**src/design/balg_pkg.sv**
```systemverilog
// Shared constants and types for the battery average level gauge.
// Used by balg_div and battery_average_level_gauge; depends on nothing.
`default_nettype none

package balg_pkg;

  // Averaging window is 2^AVG_SHIFT samples
  localparam int AVG_SHIFT = 9;

  localparam int MV_W    = 13;
  localparam int CNT_W   = AVG_SHIFT + 1;
  localparam int SUM_W   = AVG_SHIFT + 14;
  localparam int LEVEL_W = 8;
  localparam int HALF_W  = 7;
  localparam int DIFF_W  = MV_W - 2;
  localparam int STEP_W  = $clog2(MV_W);
  localparam int CFG_IDX_W = 1;

  localparam logic [CNT_W-1:0]   WINDOW    = CNT_W'(1) << AVG_SHIFT;
  localparam logic [LEVEL_W-1:0] LEVEL_MAX = LEVEL_W'(200);

  localparam logic [MV_W-1:0] LOW_POWER_RST = MV_W'(2000);
  localparam logic [MV_W-1:0] SAFETY_RST    = MV_W'(2200);

  typedef enum logic [CFG_IDX_W-1:0] {
    REG_LOW_POWER = 1'b0,
    REG_SAFETY    = 1'b1
  } cfg_reg_e;

  // Divider status seen by the sequencer
  typedef struct packed {
    logic busy;
    logic done;
  } div_stat_t;

endpackage

`default_nettype wire

```
**src/design/balg_div.sv**
```systemverilog
// Restoring serial divider, one quotient bit per cycle.
// Divides the running sum by the sample count; depends on balg_pkg.
`default_nettype none

module balg_div (
  input  wire logic                        clk_i,
  input  wire logic                        rst_ni,
  input  wire logic                        start_i,
  input  wire logic [balg_pkg::SUM_W-1:0]  dividend_i,
  input  wire logic [balg_pkg::CNT_W-1:0]  divisor_i,
  output balg_pkg::div_stat_t              stat_o,
  output logic      [balg_pkg::MV_W-1:0]   quotient_o
);

  logic [balg_pkg::CNT_W-1:0]  rem_q, rem_d;
  logic [balg_pkg::CNT_W-1:0]  div_q;
  logic [balg_pkg::MV_W-1:0]   dvd_q;
  logic [balg_pkg::MV_W-1:0]   quo_q;
  logic [balg_pkg::STEP_W-1:0] step_q;
  logic                        busy_q;
  logic                        done_q;
  logic [balg_pkg::CNT_W:0]    trial;
  logic                        fits;

  // The quotient is known to fit MV_W bits, so the top CNT_W bits of the
  // dividend seed the remainder and stay below the divisor.
  always_comb begin
    trial = {rem_q, dvd_q[balg_pkg::MV_W-1]};
    fits  = trial >= {1'b0, div_q};
    if (fits) begin
      rem_d = balg_pkg::CNT_W'(trial - {1'b0, div_q});
    end else begin
      rem_d = trial[balg_pkg::CNT_W-1:0];
    end
  end

  always_ff @(posedge clk_i or negedge rst_ni) begin
    if (!rst_ni) begin
      busy_q <= 1'b0;
      done_q <= 1'b0;
      step_q <= '0;
    end else begin
      done_q <= 1'b0;
      if (busy_q) begin
        step_q <= step_q + 1'b1;
        if (step_q == balg_pkg::STEP_W'(balg_pkg::MV_W - 1)) begin
          busy_q <= 1'b0;
          done_q <= 1'b1;
        end
      end else if (start_i) begin
        busy_q <= 1'b1;
        step_q <= '0;
      end
    end
  end

  always_ff @(posedge clk_i) begin
    if (busy_q) begin
      rem_q <= rem_d;
      dvd_q <= {dvd_q[balg_pkg::MV_W-2:0], 1'b0};
      quo_q <= {quo_q[balg_pkg::MV_W-2:0], fits};
    end else if (start_i) begin
      rem_q <= dividend_i[balg_pkg::SUM_W-1:balg_pkg::MV_W];
      dvd_q <= dividend_i[balg_pkg::MV_W-1:0];
      div_q <= divisor_i;
      quo_q <= '0;
    end
  end

  assign stat_o.busy = busy_q;
  assign stat_o.done = done_q;
  assign quotient_o  = quo_q;

  a_rem_below_div: assert property (@(posedge clk_i) disable iff (!rst_ni)
    busy_q |-> rem_q < div_q)
    else $error("divider remainder not below divisor");

  a_done_pulse: assert property (@(posedge clk_i) disable iff (!rst_ni)
    done_q |=> !done_q)
    else $error("divider done held longer than one cycle");

  a_start_busy: assert property (@(posedge clk_i) disable iff (!rst_ni)
    (start_i && !busy_q) |=> busy_q)
    else $error("divider did not start");

endmodule

`default_nettype wire

```
**src/design/battery_average_level_gauge.sv**
```systemverilog
// Top level of the battery average level gauge: sequencer, state and output register.
// Depends on balg_pkg and balg_div.
//
// Usage: a sample transfers on the input channel when in_valid_i and in_ready_o
// are both high. Each sample yields exactly one result on the output channel,
// which transfers when out_valid_o and out_ready_i are both high.
// Path from input transfer to out_valid_o: during warm-up the serial divider
// forms sum / count one quotient bit per cycle, between the accumulate state
// and the output load; once the window is full the average is a shift of
// the sum and the divider is skipped. One sample is in work at a time, so
// the block takes no new sample until the last one's result is loaded.
// in_ready_o is high only while the sequencer is idle.
// A finished result waits in the output register; the next sample is taken
// meanwhile, and its result is held until the receiver frees that register.
// Reset clears the running sum and sample count and loads the thresholds
// with their defaults (2000 mV and 2200 mV). Thresholds are written through
// cfg_we_i / cfg_index_i / cfg_wdata_i; the user must write them only while the block is idle (not enforced).
`default_nettype none

module battery_average_level_gauge (
  input  wire logic                               clk_i,
  input  wire logic                               rst_ni,
  input  wire logic                               cfg_we_i,
  input  wire logic [balg_pkg::CFG_IDX_W-1:0]     cfg_index_i,
  input  wire logic [balg_pkg::MV_W-1:0]          cfg_wdata_i,
  input  wire logic                               in_valid_i,
  output logic                                    in_ready_o,
  input  wire logic [balg_pkg::MV_W-1:0]          sample_mv_i,
  input  wire logic                               at_startup_i,
  output logic                                    out_valid_o,
  input  wire logic                               out_ready_i,
  output logic                                    low_battery_o,
  output logic      [balg_pkg::MV_W-1:0]          average_mv_o,
  output logic      [balg_pkg::LEVEL_W-1:0]       level_o,
  output logic      [balg_pkg::HALF_W-1:0]        half_level_o
);

  typedef enum logic [1:0] {
    ST_IDLE,
    ST_ACCUM,
    ST_DIV,
    ST_EMIT
  } state_e;

  state_e                        state_q;
  logic [balg_pkg::MV_W-1:0]     low_power_q;
  logic [balg_pkg::MV_W-1:0]     safety_q;
  logic [balg_pkg::SUM_W-1:0]    sum_q;
  logic [balg_pkg::CNT_W-1:0]    cnt_q;
  logic [balg_pkg::MV_W-1:0]     avg_q;
  logic                          lowb_q;
  logic                          out_valid_q;
  logic                          low_battery_q;
  logic [balg_pkg::MV_W-1:0]     average_q;
  logic [balg_pkg::LEVEL_W-1:0]  level_q;

  logic                          in_xfer;
  logic                          out_free;
  logic                          emit_go;
  logic                          div_start;
  balg_pkg::div_stat_t           div_stat;
  logic [balg_pkg::MV_W-1:0]     div_quo;
  logic [balg_pkg::MV_W-1:0]     threshold;
  logic [balg_pkg::SUM_W-1:0]    shifted;
  logic [balg_pkg::MV_W-1:0]     diff;
  logic [balg_pkg::DIFF_W-1:0]   level_raw;
  logic [balg_pkg::LEVEL_W-1:0]  level_d;

  assign in_ready_o = (state_q == ST_IDLE);
  assign in_xfer    = in_valid_i && in_ready_o;
  assign out_free   = !out_valid_q || out_ready_i;
  assign emit_go    = (state_q == ST_EMIT) && out_free;
  assign div_start  = (state_q == ST_ACCUM) && (cnt_q != balg_pkg::WINDOW);
  assign threshold  = at_startup_i ? safety_q : low_power_q;
  assign shifted    = sum_q >> balg_pkg::AVG_SHIFT;

  // Level: (average - safety) / 4, zero at or below safety, clamp at full scale
  always_comb begin
    diff      = avg_q - safety_q;
    level_raw = diff[balg_pkg::MV_W-1:2];
    if (avg_q <= safety_q) begin
      level_d = '0;
    end else if (level_raw > balg_pkg::DIFF_W'(balg_pkg::LEVEL_MAX)) begin
      level_d = balg_pkg::LEVEL_MAX;
    end else begin
      level_d = level_raw[balg_pkg::LEVEL_W-1:0];
    end
  end

  balg_div u_div (
    .clk_i      (clk_i),
    .rst_ni     (rst_ni),
    .start_i    (div_start),
    .dividend_i (sum_q),
    .divisor_i  (cnt_q),
    .stat_o     (div_stat),
    .quotient_o (div_quo)
  );

  always_ff @(posedge clk_i or negedge rst_ni) begin
    if (!rst_ni) begin
      state_q       <= ST_IDLE;
      low_power_q   <= balg_pkg::LOW_POWER_RST;
      safety_q      <= balg_pkg::SAFETY_RST;
      sum_q         <= '0;
      cnt_q         <= '0;
      avg_q         <= '0;
      lowb_q        <= 1'b0;
      out_valid_q   <= 1'b0;
      low_battery_q <= 1'b0;
      average_q     <= '0;
      level_q       <= '0;
    end else begin
      if (cfg_we_i) begin
        case (cfg_index_i)
          balg_pkg::REG_LOW_POWER: low_power_q <= cfg_wdata_i;
          balg_pkg::REG_SAFETY:    safety_q    <= cfg_wdata_i;
          default: ;
        endcase
      end

      // Load a new result, or drop the old one once it transfers
      if (emit_go) begin
        out_valid_q <= 1'b1;
      end else if (out_valid_q && out_ready_i) begin
        out_valid_q <= 1'b0;
      end

      case (state_q)
        ST_IDLE: begin
          if (in_xfer) begin
            sum_q   <= sum_q + balg_pkg::SUM_W'(sample_mv_i);
            cnt_q   <= cnt_q + 1'b1;
            lowb_q  <= sample_mv_i < threshold;
            state_q <= ST_ACCUM;
          end
        end
        ST_ACCUM: begin
          // Full window: average is a shift, leak it back out of the sum
          if (cnt_q == balg_pkg::WINDOW) begin
            avg_q   <= shifted[balg_pkg::MV_W-1:0];
            sum_q   <= sum_q - shifted;
            cnt_q   <= cnt_q - 1'b1;
            state_q <= ST_EMIT;
          end else begin
            state_q <= ST_DIV;
          end
        end
        ST_DIV: begin
          if (div_stat.done) begin
            avg_q   <= div_quo;
            state_q <= ST_EMIT;
          end
        end
        ST_EMIT: begin
          // Hold until the output register is free
          if (out_free) begin
            low_battery_q <= lowb_q;
            average_q     <= avg_q;
            level_q       <= level_d;
            state_q       <= ST_IDLE;
          end
        end
        default: state_q <= ST_IDLE;
      endcase
    end
  end

  assign out_valid_o   = out_valid_q;
  assign low_battery_o = low_battery_q;
  assign average_mv_o  = average_q;
  assign level_o       = level_q;
  assign half_level_o  = level_q[balg_pkg::LEVEL_W-1:1];

  a_cnt_in_window: assert property (@(posedge clk_i) disable iff (!rst_ni)
    (state_q == ST_IDLE) |-> (cnt_q < balg_pkg::WINDOW))
    else $error("sample count left the window while idle");

  a_div_idle: assert property (@(posedge clk_i) disable iff (!rst_ni)
    (state_q == ST_IDLE) |-> !div_stat.busy)
    else $error("divider busy while sequencer idle");

  a_level_clamp: assert property (@(posedge clk_i) disable iff (!rst_ni)
    out_valid_q |-> (level_q <= balg_pkg::LEVEL_MAX))
    else $error("level above full scale");

  a_div_tracks: assert property (@(posedge clk_i) disable iff (!rst_ni)
    (state_q == ST_DIV) |-> (div_stat.busy || div_stat.done))
    else $error("sequencer waiting on an idle divider");

endmodule

`default_nettype wire

```
**config.mk**
```make
export PLATFORM = sky130hd
export DESIGN_NAME = battery_average_level_gauge
export DESIGN_NICKNAME = d
export VERILOG_FILES = /design/src/design/balg_pkg.sv /design/src/design/balg_div.sv /design/src/design/battery_average_level_gauge.sv
export SDC_FILE = /design/constraint.sdc
export NUM_CORES = 1
export LEC_CHECK = 0
export BUFFER_PORTS_ARGS = -buffer_cell sky130_fd_sc_hd__buf_2
export CAP_MARGIN = 0
export CELL_PAD_IN_SITES_DETAIL_PLACEMENT = 1
export CELL_PAD_IN_SITES_GLOBAL_PLACEMENT = 1
export CORE_MARGIN = 3
export CORE_UTILIZATION = 48
export CTS_CLUSTER_SIZE = 24
export DETAILED_ROUTE_END_ITERATION = 10
export GPL_ROUTABILITY_DRIVEN = 0
export PLACE_DENSITY = 0.78
export SKIP_LAST_GASP = 1
export SLEW_MARGIN = 20
export SYNTH_ARGS = -nofsm -noshare
export SYNTH_HDL_FRONTEND = slang
export SYNTH_SLANG_ARGS = --single-unit
```
**constraint.sdc**
```tcl
create_clock -name clk_i -period 4.1 [get_ports clk_i]
set_clock_uncertainty 0.05 [all_clocks]
set_input_delay 0.205 -clock clk_i [delete_from_list [all_inputs] [get_ports clk_i]]
set_output_delay 0.205 -clock clk_i [all_outputs]
set_load 0.1 [all_outputs]
```
=== Yosys cells after proc, flatten, opt, wreduce, memory -nomap -nowiden ===
Cells that the tools add are included.

* Add/subtract/negate cells: 7
* $lt $le $gt $ge: 4
* Eq/ne operators: 10
* Multiplexer cells: 33
* Bitwise logic cells: 2
* Reduce and logical (&&, ||, !) cells: 19

{| class="wikitable"
|+ Operator list
! operator !! number
|-
| $mux 13 || 7
|-
| $mux 10 || 5
|-
| $mux 23 || 2
|-
| $pmux 23 s2 || 1
|-
| $pmux 13 s2 || 1
|-
| $add 23x13->23 || 1
|-
| $sub 23x14->23 || 1
|-
| $pmux 10 s2 || 1
|-
| $mux 8 || 2
|-
| $le 13x13->1 || 1
|-
| $lt 13x13->1 || 1
|-
| $sub 13x13->13 || 1
|-
| $ge 11x10->1 || 1
|-
| $gt 11x8->1 const B || 1
|-
| $add 10x1->10 const B || 1
|-
| $eq 10x10->1 const B || 1
|-
| $ne 10x10->1 const B || 1
|-
| $reduce_and 2->1 || 5
|-
| $sub 10x1->10 const B || 1
|-
| $sub 10x10->10 || 1
|-
| $reduce_and 3->1 || 3
|-
| $mux 1 || 8
|-
| $mux 4 || 2
|-
| $pmux 2 s4 || 1
|-
| other kinds (13) || 25
|}

* Register bits after elaboration: 150
* Input bits: 33
* Output and inout bits: 31

=== Depth between registers and ports, before layout ===
* Depth in word-level cells: 4
* Mapped depth: 16
* Gate-level depth less buffers: 15

=== By module ===
Synthesis repeated with hierarchy kept, for this count alone.

* Cells, all modules: 922
* Area total of the unflattened synthesis: 9327.7 µm²

{| class="wikitable"
|+ Modules (own cells, without submodules)
! module !! instances !! cells each !! area each (µm²) !! sequential area each (µm²)
|-
| battery_average_level_gauge || 1 || 714 || 6755.2 || 2464.9
|-
| balg_div || 1 || 208 || 2572.5 || 1521.5
|}

=== Worst setup path after synthesis ===
OpenSTA, ideal clock, no wires.

* Kind: reg2reg
* Start point: reg state_q[1]
* End point: reg sum_q[22] (netlist bit)
* Data arrival time: 3.564 ns
* Data required time: 3.970 ns
* Slack: 0.407 ns
* Cell stages (with the launch flop): 17
* Path buffers: 2
* Period minus slack after synthesis: 3.693 ns
* Cells stage by stage: dfrtp_1 -> inv_1 -> ha_1 -> buf_2 -> buf_1 -> nand2_1 -> o21ai_0 -> ha_1 -> inv_1 -> fa_1 -> a21o_1 -> a221oi_1 -> o21ai_0 -> a22o_1 -> a21o_1 -> a211oi_1 -> xnor2_1

* Cells in the longest elaborated chain, start to end: 4
* Elaborated cells between the ends (all ways): 8
* Classes of those cells: 3 x eq/ne; 1 x mux; 4 x reduce/logical

{| class="wikitable"
|+ RTL lines
! item !! line !! source
|-
| start, declared || battery_average_level_gauge.sv:45 || <nowiki>state_e state_q;</nowiki>
|-
| start signal, assigned || battery_average_level_gauge.sv:102 || <nowiki>state_q <= ST_IDLE;</nowiki>
|-
| start signal, assigned || battery_average_level_gauge.sv:135 || <nowiki>state_q <= ST_ACCUM;</nowiki>
|-
| start signal, assigned || battery_average_level_gauge.sv:144 || <nowiki>state_q <= ST_EMIT;</nowiki>
|-
| $logic_not 2->1 || battery_average_level_gauge.sv:69, battery_average_level_gauge.sv:129 ||
|-
| $logic_and 1x1->1 || battery_average_level_gauge.sv:70 || <nowiki>assign in_xfer = in_valid_i && in_ready_o;</nowiki>
|-
| $ne 2x1->1 (no line) || -- ||
|-
| $reduce_and 3->1 (no line) || -- ||
|-
| end signal, assigned || battery_average_level_gauge.sv:132 || <nowiki>sum_q <= sum_q + balg_pkg::SUM_W'(sample_mv_i);</nowiki>
|-
| end signal, assigned || battery_average_level_gauge.sv:142 || <nowiki>sum_q <= sum_q - shifted;</nowiki>
|-
| end, declared || battery_average_level_gauge.sv:48 || <nowiki>logic [balg_pkg::SUM_W-1:0] sum_q;</nowiki>
|}

Parallel ways exist; a longest one is shown, timed or not.
A chain may end at the register's enable or synchronous reset.

=== Final worst setup path ===
Same ends and word-level chain as after synthesis.

==> impl_metrics.py <==
metrics = {
    "synth": {
        "syn_inst": 954,
        "ys.flop_type": "dfrtp_1",
        "synth_area_mm2": 0.00941,
        "synth_nets": 1062,
        "synth-seq-cells": 150,
        "ys_types": 67,
        "synth-edff-count": 45,
        "yosysWarnings": 0,
        "synthArstFlopShare": 0.693,
        "yosysSeqAreaShare": 0.424,
        "syn-mean-instance-area_um2": 9.87,
    },
    "layout": {
        "fin_nets": 1143,
        "final_core_util": 0.572,
        "synthToLayoutAreaGrowth_pct": 15.2,
        "fillers": 2128,
        "finalNonFillerCells": 1308,
        "diodes": 0,
        "drive_above_1_share": 0.186,
    },
    "route": {
        "drcViolationCount": 0,
        "drtAntennaViolNets": 0,
        "wire_per_inst_um": 20.3,
        "drt_iter0_markers": 312,
        "via_per_inst": 5.80,
        "routed_wl_um": 26600,
        "dr.pass1.iters": 5,
        "vias": 7589,
    },
    "timing": {
        "rsz0062_at_grt": "false",
        "timing.hold.ws_ns": 0.239,
        "setup-tns-final_ns": 0,
        "worst_slew_pin_slew_ns": 0.803,
        "hold_viol_final": 0,
        "max_freq_ghz": 0.267,
        "slew_viol_final": 0,
        "period_share": 0.914,
        "setup_viol": 0,
        "relSlewSlack": 0.457,
        "finalCriticalPeriod_ns": 3.75,
    },
    "global_routing": {
        "grt_max_degree": 66,
        "grt_pass1_wl_um": 43000,
        "antenna_found_initial": 1,
        "grt_pass1_vias": 7971,
        "overflow": 0,
        "track_usage": 0.253,
    },
    "worst_setup_path": {
        "path_buf_inv": 5,
        "cp_top_family": "compound AO/OA/AOI/OAI gates",
        "slowest_stage": "dfrtp_1",
        "endpoint_kind": "register",
        "crit_path_max_fanout": 21,
        "cp.required_ns": 4.42,
        "critPathMaxStageDelay_ns": 0.41,
        "arrival_ns": 4.06,
        "critPathLaunchType": "register",
        "timing.setup.critical_path_class": "register to register",
        "path_cells": "inv_1, ha_2, buf_12, nand2_1, o21ai_0, buf_4, ha_1, inv_1, fa_1, a21o_1, a221oi_1, buf_4, o21ai_0, a22o_1, a21o_1, a211oi_1, xnor2_1",
    },
    "die": {
        "rows": 50,
        "chipHeight_um": 146,
        "die_area_mm2": 0.0213,
        "core-area_mm2": 0.0190,
        "die_w_um": 146,
        "pin_count": 64,
        "initial_utilization": 0.497,
    },
    "clock_network": {
        "cts_tree": "done",
        "clk_latency_ns": 0.44,
        "clock-root-buffer": "clkbuf_16",
        "clkSlewWorstSetupHoldPaths_ns": 0.07,
        "clk_path_buf_depth": 2,
        "htreeDepth": 4,
        "clock_sinks": 150,
        "numCtsBuffers": 17,
    },
    "worst_hold_path": {
        "hold_path_class": "input port to async pin",
    },
    "placement": {
        "place_hpwl_um": 19000,
        "dp.cells": 1257,
        "place.port_buffers": 63,
    },
    "status": {
        "status": "completed",
    },
    "run": {
        "drv_cap": 0,
    },
}
## Yosys cell counts (all sizes together) (14+ instances only)
master / number / area share
a21o: 23 / 0.018
a21oi: 61 / 0.032
and2: 14 / 0.0093
clkbuf: 31 / 0.012
dfrtp: 94 / 0.25
edfxtp: 45 / 0.14
ha: 72 / 0.096
inv: 50 / 0.020
mux2: 44 / 0.053
mux2i: 35 / 0.037
nand2: 99 / 0.039
nor2: 70 / 0.028
o21ai: 67 / 0.036
xnor2: 19 / 0.018
xor2: 25 / 0.023
## worst paths after layout
kind                                startpoint             end  slack (ns)  cells after the start
worst max-delay path                state_q[1]       sum_q[22]        0.35                     17
worst min-delay path                    rst_ni       avg_q[11]        0.24                      2
worst max register to register      state_q[1]       sum_q[22]        0.35                     17
worst min register to register  u_div.dvd_q[0]  u_div.dvd_q[0]        0.41                      2
max in group asynchronous               rst_ni        cnt_q[4]        2.84                      3
min in group clk_i                  in_valid_i          lowb_q        0.25                      4
## state kept, by name (all words and copies together) (netlist names)
register and flops:
low_battery_o 1, cnt_q 10, u_div.div_q 10, low_power_q 13, safety_q 13, u_div.quotient_o 13, u_div.done_q 1, out_valid_o 1
u_div.rem_q 10, lowb_q 1, average_mv_o 13, level_o 8, sum_q 23, u_div.busy_q 1, u_div.step_q 4, u_div.dvd_q 13
state_q 2, avg_q 13
## worst reg2reg max path, cell delays in order, from the launching register on
cell      delay (ns)
dfrtp_1         0.41
inv_1           0.12
ha_2            0.32
buf_12          0.19
nand2_1         0.08
o21ai_0         0.07
buf_4           0.15
ha_1            0.16
inv_1           0.05
fa_1            0.41
a21o_1          0.21
a221oi_1        0.27
buf_4           0.19
o21ai_0         0.10
a22o_1          0.26
a21o_1          0.18
a211oi_1        0.29
xnor2_1         0.15
## per-stage QoR
stage | area (um2) | setup WS (ns)
detailed placement | 10100 | 0.0728
finish | 10800 | 0.352
global route | 10800 | 0.0322
global placement | 10100 | 0.158
floorplan | 9410 | 0.407
CTS | 10800 | 0.234
## metal layers
metal | part of all wire | track usage | up-vias
met5 | 0.00041 | 0 | -
met4 | 0.029 | 0.0997 | 2
met3 | 0.037 | 0.0481 | 48
met2 | 0.51 | 0.448 | 137
met1 | 0.42 | 0.304 | 3787
li1 | - | - | 3615
## cell type report
class	instances	area [um2]	area share
clock inverters	14	149	0.0137
inverters	51	195	0.0180
repair buffers	105	696	0.0642
flip-flops and latches	150	3990	0.368
repair inverters	1	5.00	0.000462
multi-input cells	709	5060	0.466
well taps	260	325	0.0300
clock buffers	18	429	0.0396
## cells by family after synthesis
| family | synth area share |
|---|---|
| muxes | 0.0899 |
| buffers and inverters | 0.0409 |
| adders and majority gates | 0.102 |
| AOI/OAI and AO/OA | 0.156 |
| DFF | 0.424 |
| xor gates and xnor gates | 0.0409 |
| and+or+nand+nor | 0.147 |
## cell usage in the layout (no fill, tap or decap), drive strengths merged, types with 35 or more instances in the layout
cell type  count
a21oi         61
buf           90
dfrtp         94
edfxtp        45
ha            72
inv           54
mux2          44
mux2i         35
nand2         99
nor2          70
o21ai         67
## repair_timing
action                                  4_1_cts  5_1_grt
endpoints found under the setup margin        0        5
hold buffers                                 15        0
gates resized for setup                       0        4
endpoints found under the hold margin        62        0
buffers inserted                              0        3
Power is not shown: default switching activity piles up to over one toggle a cycle in this logic, so the estimate is an artifact.
